### config.mk
export PLATFORM = sky130hd
export DESIGN_NAME = line_follower_steering_pd
export DESIGN_NICKNAME = d
export VERILOG_FILES = /design/src/hw/rtl/lfsp_pkg.sv /design/src/hw/rtl/line_follower_steering_pd.sv /design/src/hw/rtl/lfsp_cfg_regs.sv
export SDC_FILE = /design/constraint.sdc
export NUM_CORES = 1
export LEC_CHECK = 0
export BUFFER_PORTS_ARGS = -buffer_cell sky130_fd_sc_hd__buf_2
export CORE_ASPECT_RATIO = 0.8
export CORE_MARGIN = 10
export CORE_UTILIZATION = 50
export CTS_BUF_LIST = sky130_fd_sc_hd__clkbuf_8
export DETAILED_ROUTE_END_ITERATION = 10
export PLACE_DENSITY = 0.7
export SYNTH_ARGS = -nofsm -noshare
export SYNTH_HDL_FRONTEND = slang
export SYNTH_SLANG_ARGS = --single-unit
export TNS_END_PERCENT = 5
### constraint.sdc
create_clock -name clk -period 17.08 [get_ports clk]
set_input_delay 0.854 -clock clk [delete_from_list [all_inputs] [get_ports clk]]
set_output_delay 0.854 -clock clk [all_outputs]
set_load 0.02 [all_outputs]
### src/hw/rtl/lfsp_pkg.sv
// ----------------------------------------------------------------------------
// lfsp_pkg: shared types and constants of the line follower steering block
// Register map, reset values and the packed set of speed and gain settings
// that travel from the register file to the steering datapath.
// ----------------------------------------------------------------------------
package lfsp_pkg;

    // Field widths that the motor interface and the gain format fix.
    localparam int SPEED_W = 8;
    localparam int GAIN_W  = 16;
    localparam int POS_W   = 4;

    // APB register port geometry.
    localparam int ADDR_W = 5;
    localparam int DATA_W = 32;
    localparam int IDX_W  = 3;

    // Register indexes (byte address is four times the index).
    localparam logic [IDX_W-1:0] REG_LINE_THRESHOLD = 3'd0;
    localparam logic [IDX_W-1:0] REG_STRAIGHT_SPEED = 3'd1;
    localparam logic [IDX_W-1:0] REG_SLIGHT_SPEED   = 3'd2;
    localparam logic [IDX_W-1:0] REG_PD_BASE_SPEED  = 3'd3;
    localparam logic [IDX_W-1:0] REG_GAIN_PROP      = 3'd4;
    localparam logic [IDX_W-1:0] REG_GAIN_DERIV     = 3'd5;

    // Values after reset.
    localparam int                 LINE_THRESHOLD_RST = 120;
    localparam logic [SPEED_W-1:0] STRAIGHT_SPEED_RST = 8'd72;
    localparam logic [SPEED_W-1:0] SLIGHT_SPEED_RST   = 8'd70;
    localparam logic [SPEED_W-1:0] PD_BASE_SPEED_RST  = 8'd55;
    localparam logic [GAIN_W-1:0]  GAIN_PROP_RST      = 16'd2240;
    localparam logic [GAIN_W-1:0]  GAIN_DERIV_RST     = 16'd371;

    // Speed and gain settings seen by the datapath.
    typedef struct packed {
        logic [SPEED_W-1:0] straight_speed;
        logic [SPEED_W-1:0] slight_speed;
        logic [SPEED_W-1:0] pd_base_speed;
        logic [GAIN_W-1:0]  gain_prop;
        logic [GAIN_W-1:0]  gain_deriv;
    } steer_cfg_t;

endpackage

### src/hw/rtl/line_follower_steering_pd.sv
// ----------------------------------------------------------------------------
// line_follower_steering_pd: line position decode and motor steering
// Turns one sample of six line sensors into a decoded line position and a
// pair of saturated motor speed commands, by bang-bang or PD control.
// ----------------------------------------------------------------------------
// Usage:
//   Input channel: in_valid / in_stall carry one sample of six sensor
//   readings (leftmost first). A transfer happens at a rising edge with
//   in_valid high and in_stall low.
//   Output channel: out_valid / out_stall carry one result per sample:
//   line_position, mode_bang, speed_a, speed_b and speeds_valid.
//   Configuration goes through the APB port (byte address 4 * index). The user
//   must change it only while no sample is in flight; the block does not enforce this.
//   A sample passes the input register, then decode, multiply and saturate
//   into the result register, which drives out_valid.
//   Throughput is one sample per cycle; both stages advance together as long
//   as the result register is empty or being taken.
//   When the receiver stalls, the result holds and the input register still
//   takes one more sample; after that in_stall rises until the result moves.
//   Reset empties both stages, clears the stored last error to zero and
//   loads the register defaults. No clearing pass is needed.
// ----------------------------------------------------------------------------
module line_follower_steering_pd #(
    parameter int SAMPLE_BITS = 10
) (
    input  logic                        clk,
    input  logic                        rst_n,
    // configuration port
    input  logic                        psel,
    input  logic                        penable,
    input  logic                        pwrite,
    input  logic [lfsp_pkg::ADDR_W-1:0] paddr,
    input  logic [lfsp_pkg::DATA_W-1:0] pwdata,
    output logic [lfsp_pkg::DATA_W-1:0] prdata,
    output logic                        pready,
    // sample channel
    input  logic                        in_valid,
    output logic                        in_stall,
    input  logic [SAMPLE_BITS-1:0]      sensor_one,
    input  logic [SAMPLE_BITS-1:0]      sensor_two,
    input  logic [SAMPLE_BITS-1:0]      sensor_three,
    input  logic [SAMPLE_BITS-1:0]      sensor_four,
    input  logic [SAMPLE_BITS-1:0]      sensor_five,
    input  logic [SAMPLE_BITS-1:0]      sensor_six,
    // result channel
    output logic                        out_valid,
    input  logic                        out_stall,
    output logic signed [lfsp_pkg::POS_W-1:0]   line_position,
    output logic                        mode_bang,
    output logic [lfsp_pkg::SPEED_W-1:0] speed_a,
    output logic [lfsp_pkg::SPEED_W-1:0] speed_b,
    output logic                        speeds_valid
);
    import lfsp_pkg::*;

    localparam int NUM_SENSORS = 6;
    localparam int PROD_W      = 22;  // holds gain * error sums with sign
    localparam int CTRL_W      = 14;  // control term and base +/- control

    // ------------------------------------------------------------------
    // Configuration registers
    // ------------------------------------------------------------------
    logic [SAMPLE_BITS-1:0] line_threshold;
    steer_cfg_t             cfg;

    lfsp_cfg_regs #(
        .SAMPLE_BITS (SAMPLE_BITS)
    ) u_cfg_regs (
        .clk            (clk),
        .rst_n          (rst_n),
        .psel           (psel),
        .penable        (penable),
        .pwrite         (pwrite),
        .paddr          (paddr),
        .pwdata         (pwdata),
        .prdata         (prdata),
        .pready         (pready),
        .line_threshold (line_threshold),
        .cfg            (cfg)
    );

    // ------------------------------------------------------------------
    // Handshake and stage control
    // ------------------------------------------------------------------
    logic in_valid_reg;
    logic out_valid_reg;
    logic out_free;
    logic in_take;
    logic advance;

    logic [SAMPLE_BITS-1:0] sample_reg [NUM_SENSORS];

    assign out_free = !out_valid_reg || !out_stall;
    assign advance  = in_valid_reg && out_free;
    assign in_stall = in_valid_reg && !out_free;
    assign in_take  = in_valid && !in_stall;

    // Input register: valid bit and captured sample.
    always_ff @(posedge clk or negedge rst_n)
    begin
        if (!rst_n)
        begin
            in_valid_reg <= 1'b0;
        end
        else if (!in_stall)
        begin
            in_valid_reg <= in_valid;
        end
    end

    always_ff @(posedge clk)
    begin
        if (in_take)
        begin
            sample_reg[0] <= sensor_one;
            sample_reg[1] <= sensor_two;
            sample_reg[2] <= sensor_three;
            sample_reg[3] <= sensor_four;
            sample_reg[4] <= sensor_five;
            sample_reg[5] <= sensor_six;
        end
    end

    // ------------------------------------------------------------------
    // Threshold compare and position decode
    // ------------------------------------------------------------------
    logic [NUM_SENSORS-1:0] seen;
    logic signed [POS_W-1:0] pos;
    logic                    bang;

    always_comb
    begin
        for (int i = 0; i < NUM_SENSORS; i++)
        begin
            seen[i] = sample_reg[i] < line_threshold;
        end
    end

    // Only a single sensor or two neighbors give a position off center.
    always_comb
    begin
        case (seen)
            6'b000001: pos = -4'sd5;
            6'b000011: pos = -4'sd4;
            6'b000010: pos = -4'sd3;
            6'b000110: pos = -4'sd2;
            6'b000100: pos = -4'sd1;
            6'b001000: pos =  4'sd1;
            6'b011000: pos =  4'sd2;
            6'b010000: pos =  4'sd3;
            6'b110000: pos =  4'sd4;
            6'b100000: pos =  4'sd5;
            default:   pos =  4'sd0;
        endcase
    end

    assign bang = (pos == -4'sd1) || (pos == 4'sd0) || (pos == 4'sd1);

    // ------------------------------------------------------------------
    // PD control term
    // ------------------------------------------------------------------
    logic signed [POS_W-1:0]  prev_error_reg;
    logic signed [POS_W-1:0]  err;
    logic signed [POS_W:0]    deriv;
    logic signed [PROD_W-1:0] gp_s;
    logic signed [PROD_W-1:0] gd_s;
    logic signed [PROD_W-1:0] sum;
    logic signed [PROD_W-1:0] sum_adj;
    logic signed [PROD_W-1:0] sum_shr;
    logic signed [CTRL_W-1:0] ctrl;
    logic signed [CTRL_W-1:0] base_s;
    logic signed [CTRL_W-1:0] raw_a;
    logic signed [CTRL_W-1:0] raw_b;
    logic [SPEED_W-1:0]       pd_a;
    logic [SPEED_W-1:0]       pd_b;

    function automatic logic [SPEED_W-1:0] sat_speed(input logic signed [CTRL_W-1:0] v);
        logic [SPEED_W-1:0] r;
        if (v < 0)
            r = '0;
        else if (v > CTRL_W'(signed'(255)))
            r = '1;
        else
            r = v[SPEED_W-1:0];
        return r;
    endfunction

    always_comb
    begin
        err     = -pos;
        deriv   = (POS_W+1)'(err) - (POS_W+1)'(prev_error_reg);
        gp_s    = signed'(PROD_W'(cfg.gain_prop));
        gd_s    = signed'(PROD_W'(cfg.gain_deriv));
        sum     = gp_s * PROD_W'(err) + gd_s * PROD_W'(deriv);
        // Bias negative sums so the shift truncates toward zero.
        sum_adj = (sum < 0) ? sum + PROD_W'(signed'(255)) : sum;
        sum_shr = sum_adj >>> 8;
        ctrl    = sum_shr[CTRL_W-1:0];
        base_s  = signed'(CTRL_W'(cfg.pd_base_speed));
        raw_a   = base_s + ctrl;
        raw_b   = base_s - ctrl;
        pd_a    = sat_speed(raw_a);
        pd_b    = sat_speed(raw_b);
    end

    // ------------------------------------------------------------------
    // Speed selection
    // ------------------------------------------------------------------
    logic [SPEED_W-1:0] sel_a;
    logic [SPEED_W-1:0] sel_b;
    logic               sel_valid;

    always_comb
    begin
        sel_a     = '0;
        sel_b     = '0;
        sel_valid = 1'b0;
        if (!bang)
        begin
            sel_a     = pd_a;
            sel_b     = pd_b;
            sel_valid = 1'b1;
        end
        else if (seen[2] && seen[3])
        begin
            sel_a     = cfg.straight_speed;
            sel_b     = cfg.straight_speed;
            sel_valid = 1'b1;
        end
        else if (seen[3])
        begin
            sel_a     = cfg.straight_speed;
            sel_b     = cfg.slight_speed;
            sel_valid = 1'b1;
        end
        else if (seen[2])
        begin
            sel_a     = cfg.slight_speed;
            sel_b     = cfg.straight_speed;
            sel_valid = 1'b1;
        end
    end

    // ------------------------------------------------------------------
    // Result register and stored last error
    // ------------------------------------------------------------------
    logic signed [POS_W-1:0] position_reg;
    logic                    mode_bang_reg;
    logic [SPEED_W-1:0]      speed_a_reg;
    logic [SPEED_W-1:0]      speed_b_reg;
    logic                    speeds_valid_reg;

    always_ff @(posedge clk or negedge rst_n)
    begin
        if (!rst_n)
        begin
            out_valid_reg  <= 1'b0;
            prev_error_reg <= '0;
        end
        else
        begin
            if (out_free)
            begin
                out_valid_reg <= in_valid_reg;
            end
            if (advance && !bang)
            begin
                prev_error_reg <= err;
            end
        end
    end

    always_ff @(posedge clk)
    begin
        if (advance)
        begin
            position_reg     <= pos;
            mode_bang_reg    <= bang;
            speed_a_reg      <= sel_a;
            speed_b_reg      <= sel_b;
            speeds_valid_reg <= sel_valid;
        end
    end

    assign out_valid     = out_valid_reg;
    assign line_position = position_reg;
    assign mode_bang     = mode_bang_reg;
    assign speed_a       = speed_a_reg;
    assign speed_b       = speed_b_reg;
    assign speeds_valid  = speeds_valid_reg;

    // ------------------------------------------------------------------
    // Assertions
    // ------------------------------------------------------------------

    // A PD result always updates the speeds.
    a_pd_updates: assert property (@(posedge clk) disable iff (!rst_n)
        (out_valid_reg && !mode_bang_reg) |-> speeds_valid_reg)
        else $error("PD result without speed update");

    // PD mode only runs off the center band.
    a_pd_off_center: assert property (@(posedge clk) disable iff (!rst_n)
        (out_valid_reg && !mode_bang_reg) |->
            (position_reg != 4'sd0) && (position_reg != 4'sd1) && (position_reg != -4'sd1))
        else $error("PD result inside the center band");

    // A bang-bang sample without sensor three or four reports zero speeds.
    a_no_update_zero: assert property (@(posedge clk) disable iff (!rst_n)
        (out_valid_reg && !speeds_valid_reg) |->
            (speed_a_reg == '0) && (speed_b_reg == '0))
        else $error("speeds not zero without update");

    // While a PD result waits, the stored error is that result's error.
    a_prev_error_track: assert property (@(posedge clk) disable iff (!rst_n)
        (out_valid_reg && !mode_bang_reg) |-> (prev_error_reg == -position_reg))
        else $error("stored last error out of step with the result");

    // The input stage never drops a sample while the result is stalled.
    a_hold_on_stall: assert property (@(posedge clk) disable iff (!rst_n)
        (in_valid_reg && out_valid_reg && out_stall) |=> in_valid_reg)
        else $error("input stage lost a sample under stall");

endmodule

### src/hw/rtl/lfsp_cfg_regs.sv
// ----------------------------------------------------------------------------
// lfsp_cfg_regs: APB configuration registers
// Holds the line threshold, the bang-bang and PD speeds and the two Q8.8
// gains. Writes complete in the access cycle; reads return the stored value.
// ----------------------------------------------------------------------------
module lfsp_cfg_regs #(
    parameter int SAMPLE_BITS = 10
) (
    input  logic                       clk,
    input  logic                       rst_n,
    input  logic                       psel,
    input  logic                       penable,
    input  logic                       pwrite,
    input  logic [lfsp_pkg::ADDR_W-1:0] paddr,
    input  logic [lfsp_pkg::DATA_W-1:0] pwdata,
    output logic [lfsp_pkg::DATA_W-1:0] prdata,
    output logic                       pready,
    output logic [SAMPLE_BITS-1:0]     line_threshold,
    output lfsp_pkg::steer_cfg_t       cfg
);
    import lfsp_pkg::*;

    localparam logic [SAMPLE_BITS-1:0] THRESHOLD_RST = SAMPLE_BITS'(LINE_THRESHOLD_RST);

    logic [SAMPLE_BITS-1:0] threshold_reg;
    steer_cfg_t             cfg_reg;
    logic [IDX_W-1:0]       reg_idx;
    logic                   wr_en;

    // The port never inserts wait states.
    assign pready  = 1'b1;
    assign reg_idx = paddr[ADDR_W-1:2];
    assign wr_en   = psel && penable && pwrite && pready;

    // Register writes.
    always_ff @(posedge clk or negedge rst_n)
    begin
        if (!rst_n)
        begin
            threshold_reg          <= THRESHOLD_RST;
            cfg_reg.straight_speed <= STRAIGHT_SPEED_RST;
            cfg_reg.slight_speed   <= SLIGHT_SPEED_RST;
            cfg_reg.pd_base_speed  <= PD_BASE_SPEED_RST;
            cfg_reg.gain_prop      <= GAIN_PROP_RST;
            cfg_reg.gain_deriv     <= GAIN_DERIV_RST;
        end
        else if (wr_en)
        begin
            case (reg_idx)
                REG_LINE_THRESHOLD: threshold_reg          <= pwdata[SAMPLE_BITS-1:0];
                REG_STRAIGHT_SPEED: cfg_reg.straight_speed <= pwdata[SPEED_W-1:0];
                REG_SLIGHT_SPEED:   cfg_reg.slight_speed   <= pwdata[SPEED_W-1:0];
                REG_PD_BASE_SPEED:  cfg_reg.pd_base_speed  <= pwdata[SPEED_W-1:0];
                REG_GAIN_PROP:      cfg_reg.gain_prop      <= pwdata[GAIN_W-1:0];
                REG_GAIN_DERIV:     cfg_reg.gain_deriv     <= pwdata[GAIN_W-1:0];
                default:            ;
            endcase
        end
    end

    // Read mux; unused addresses read as zero.
    always_comb
    begin
        case (reg_idx)
            REG_LINE_THRESHOLD: prdata = DATA_W'(threshold_reg);
            REG_STRAIGHT_SPEED: prdata = DATA_W'(cfg_reg.straight_speed);
            REG_SLIGHT_SPEED:   prdata = DATA_W'(cfg_reg.slight_speed);
            REG_PD_BASE_SPEED:  prdata = DATA_W'(cfg_reg.pd_base_speed);
            REG_GAIN_PROP:      prdata = DATA_W'(cfg_reg.gain_prop);
            REG_GAIN_DERIV:     prdata = DATA_W'(cfg_reg.gain_deriv);
            default:            prdata = '0;
        endcase
    end

    assign line_threshold = threshold_reg;
    assign cfg            = cfg_reg;

endmodule

==> results by group <==
Run status
  • Status: finished, final reports clean

Clock tree
  • Hold Buf Count CTS: 0
  • Post-CTS sizing: 0
  • CTS tree: done
  • Clk slew on worst S/H paths: 0.10 ns
  • Num CTS Buffers: 17
  • H-tree depth: 4
  • Clk Latency, worst-skew pair: between 0.4 and 0.5 ns
  • CTS root buf: clkbuf_8
  • Num Clock Sinks: ~150
  • Clock Path Buffers: 2
  • Setup Buffers After CTS: 0

Floorplan
  • Core box area: 27400 sq um
  • Die width: approximately 210 um
  • Starting density of the core: 51.0%
  • Site row count: between 50 and 60
  • Io pins: around 160
  • Area of the die: 35100 sq um
  • Die Span Y: approximately 170 um

Layout
  • Sequential cell area: about 4300 sq um
  • Multi-input gate area: approximately 8800 sq um
  • Fillers: around 2400
  • Max reg flops: 60
  • P&R area growth vs syn: 10.0%
  • Final #Nets: 1830
  • Layout cell share with drive strength beyond 1: 18.9%

Timing
  • Setup_tns: 0 ns
  • Final hold vios: 0
  • Worst Tran Pin Value: around 1.3 ns
  • Final setup fails: 0
  • Maximum clock frequency: 72.0 MHz
  • Final period utilization: approximately four fifths
  • Slew HR: 13.1%
  • RSZ-0062 raised after global routing: no
  • Min Tclk post-route: roughly 14 ns
  • Worst Skew: 0.0168 ns
  • Fin. max-slew vios: 0

Detailed routing
  • Drc violations: 0
  • Post-Route WL: ~37000 um
  • DRT antenna net count: 0
  • DR vias: 10700
  • DR vias/cell: ~5.7
  • DR pass1 iterations: 5
  • Avg WL per Cell: between 15 and 20 um
  • DRT iter0 DRCs: around 870

GRT
  • Congestion Overflow GR: 0
  • Vias in the first global route: between 10000 and 15000
  • Largest net degree at the start of global routing: 73
  • Initial antenna violation count: 3
  • Total global-route track usage: roughly a fifth
  • First-pass GRT wire length: 59200 um

Critical path
  • Worst R2R End: speed_b[0]
  • Max stage delay on crit path: approximately 0.58 ns
  • Worst path required time: 17.29 ns
  • Worst path slowest cell: a22oi_1
  • Reg2reg path depth: between 40 and 50
  • Crit Reg-Reg Startpoint: u_cfg_regs.line_threshold[6]
  • CP startpoint kind: register
  • Flop-to-flop setup slack: roughly 3.2 ns
  • Worst setup EP type: register
  • Crit Path Category: register to register
  • Worst EP arrival: 14.10 ns
  • Crit-path max FO: 21

Logic synthesis
  • Mapped Cells: approximately 1400
  • Simple-gate share of the synthesized area: about 14%
  • Post-synthesis adder-cell area fraction: 27.7%
  • Mux cell area share after synthesis: 7.74%
  • Complex-gate fraction of the synthesized area: 11.2%
  • Post-synthesis sequential area ratio: a little under a third
  • Fraction of registers with async set/reset: between 40% and 50%
  • Mapped cell area: around 14000 sq um
  • Synth Area in XOR/XNOR: around 2.2%
  • Synth warn: 0
  • Synthesized flop and latch total: 154
  • Cell variety after synth: between 80 and 90
  • Mean Syn Cell Area: ~10 sq um
  • Post-synth EDFFs: approximately 80
  • Main synth FF type: edfxtp_1
  • Main combinational cell family by area after synthesis: adder cells

Place
  • Port bufs: 125
  • Post-DP HPWL: a little under 30000 um
  • Final Wtd Congestion: 0.906

Worst hold path
  • Hold path start: prev_error_reg[3]
  • Hold Path Cell Cnt: 2
  • Hold EP: prev_error_reg[3]
  • Hold WC Path Type: register to register

Job
  • Max Cap Viol: 0
==> cell families after synthesis <==
kind of cell / count (synthesis)
other: 2
AOI/OAI and AO/OA: 228
DFF: 154
xor gates and xnor gates: 35
and+or+nand+nor: 380
muxes: 96
buffers and inverters: 230
adders and majority gates: 243
==> placed cells by master, fill, tap and decap left out, drive strengths merged, types with 5 or more instances in the layout <==
master   count
inv        183
buf        136
ha         132
fa         111
nand2       93
nor2        87
edfxtp      82
mux2        68
a21oi       58
dfrtp       49
nor2b       38
and2        38
o21ai       37
nand3       30
xnor2       27
mux2i       25
dfstp       23
nand2b      20
clkbuf      18
a211oi      18
conb        17
a21o        16
nor3        16
or3         13
a221oi      11
nand4       10
a22oi       10
o21a         9
and3         9
xor2         8
a31oi        7
a2bb2oi      7
o211ai       6
nor4         6
o2111ai      5
o22ai        5
or2          5
o21bai       5
==> routing by layer <==
metal  up-vias  wire [um]  GRT usage (%)
li1       4946          -              -
met1      5306      16700           29.0
met2       370      16600           31.9
met3        43       2920           5.50
met4         0        663           5.80
met5         -          0              0
==> worst max-delay path: cells and delay by family (launching register included) <==
family,cells,cell delay [ns]
compound gates,12,3.04
xor+xnor,3,0.74
fa+ha+maj,10,4.47
buf+inv,8,1.52
flops,1,0.55
mux,2,0.24
simple gates,13,3.08
==> synth_stat cells (8+ instances only) <==
cell type  instances  area (sq um)
inv_1            174           653
ha_1             132          1650
fa_1             111          2220
nand2_1           93           349
nor2_1            87           327
edfxtp_1          82          2460
mux2_2            68           766
a21oi_1           58           290
dfrtp_1           49          1230
nor2b_1           38           238
and2_1            37           231
o21ai_0           34           170
nand3_1           30           150
clkbuf_1          29           109
xnor2_1           27           236
mux2i_1           25           250
dfstp_2           23           604
nand2b_1          20           125
buf_4             17           128
a211oi_1          16           120
a21o_1            16           120
nor3_1            16          80.1
or3_1             12          75.1
a221oi_1          11          96.3
nand4_1           10          62.6
a22oi_1            9          67.6
and3_1             9          56.3
o21a_1             9          67.6
xor2_1             8          70.1
==> how the worst max path moves through the flow <==
stage / from / cells after the start / slack (ns) / endpoint
after global placement: u_cfg_regs.line_threshold[4] / 47 / 3.60 / speed_b[0]
after global routing: u_cfg_regs.line_threshold[6] / 48 / 2.27 / speed_b[3]
after floorplan: u_cfg_regs.line_threshold[4] / 47 / 4.53 / speed_b[0]
after detailed placement: u_cfg_regs.line_threshold[4] / 47 / 3.37 / speed_b[0]
after CTS: u_cfg_regs.line_threshold[6] / 48 / 3.29 / speed_b[0]
final: u_cfg_regs.line_threshold[6] / 48 / 3.19 / speed_b[0]
==> area by class of cell <==
class	instances	share of cell area, %
Antenna cell	3	0.0488
Clock buffer	18	1.61
Clock inverter	14	1.32
Inverter	175	4.27
Multi-Input combinational cell	999	57.3
Sequential cell	154	27.9
Tap cell	364	2.96
Timing Repair Buffer	136	4.62
==> through the flow <==
stage | hold slack [ns] | area (sq um) | utilization (%) | cells | setup WS (ns)
after detailed placement | 0.479 | 14900 | 54.4 | 1828 | 3.37
after global routing | 0.513 | 15400 | 56.1 | 1863 | 2.27
after floorplan | 0.449 | 14100 | - | 1383 | 4.53
after global placement | 0.465 | 14900 | 54.4 | 1828 | 3.60
final | 0.492 | 15400 | 56.1 | 1863 | 3.19
after CTS | 0.500 | 15400 | 56.1 | 1860 | 3.29
Power is not shown: default switching activity piles up to over one toggle a cycle in this logic, so the estimate is an artifact.
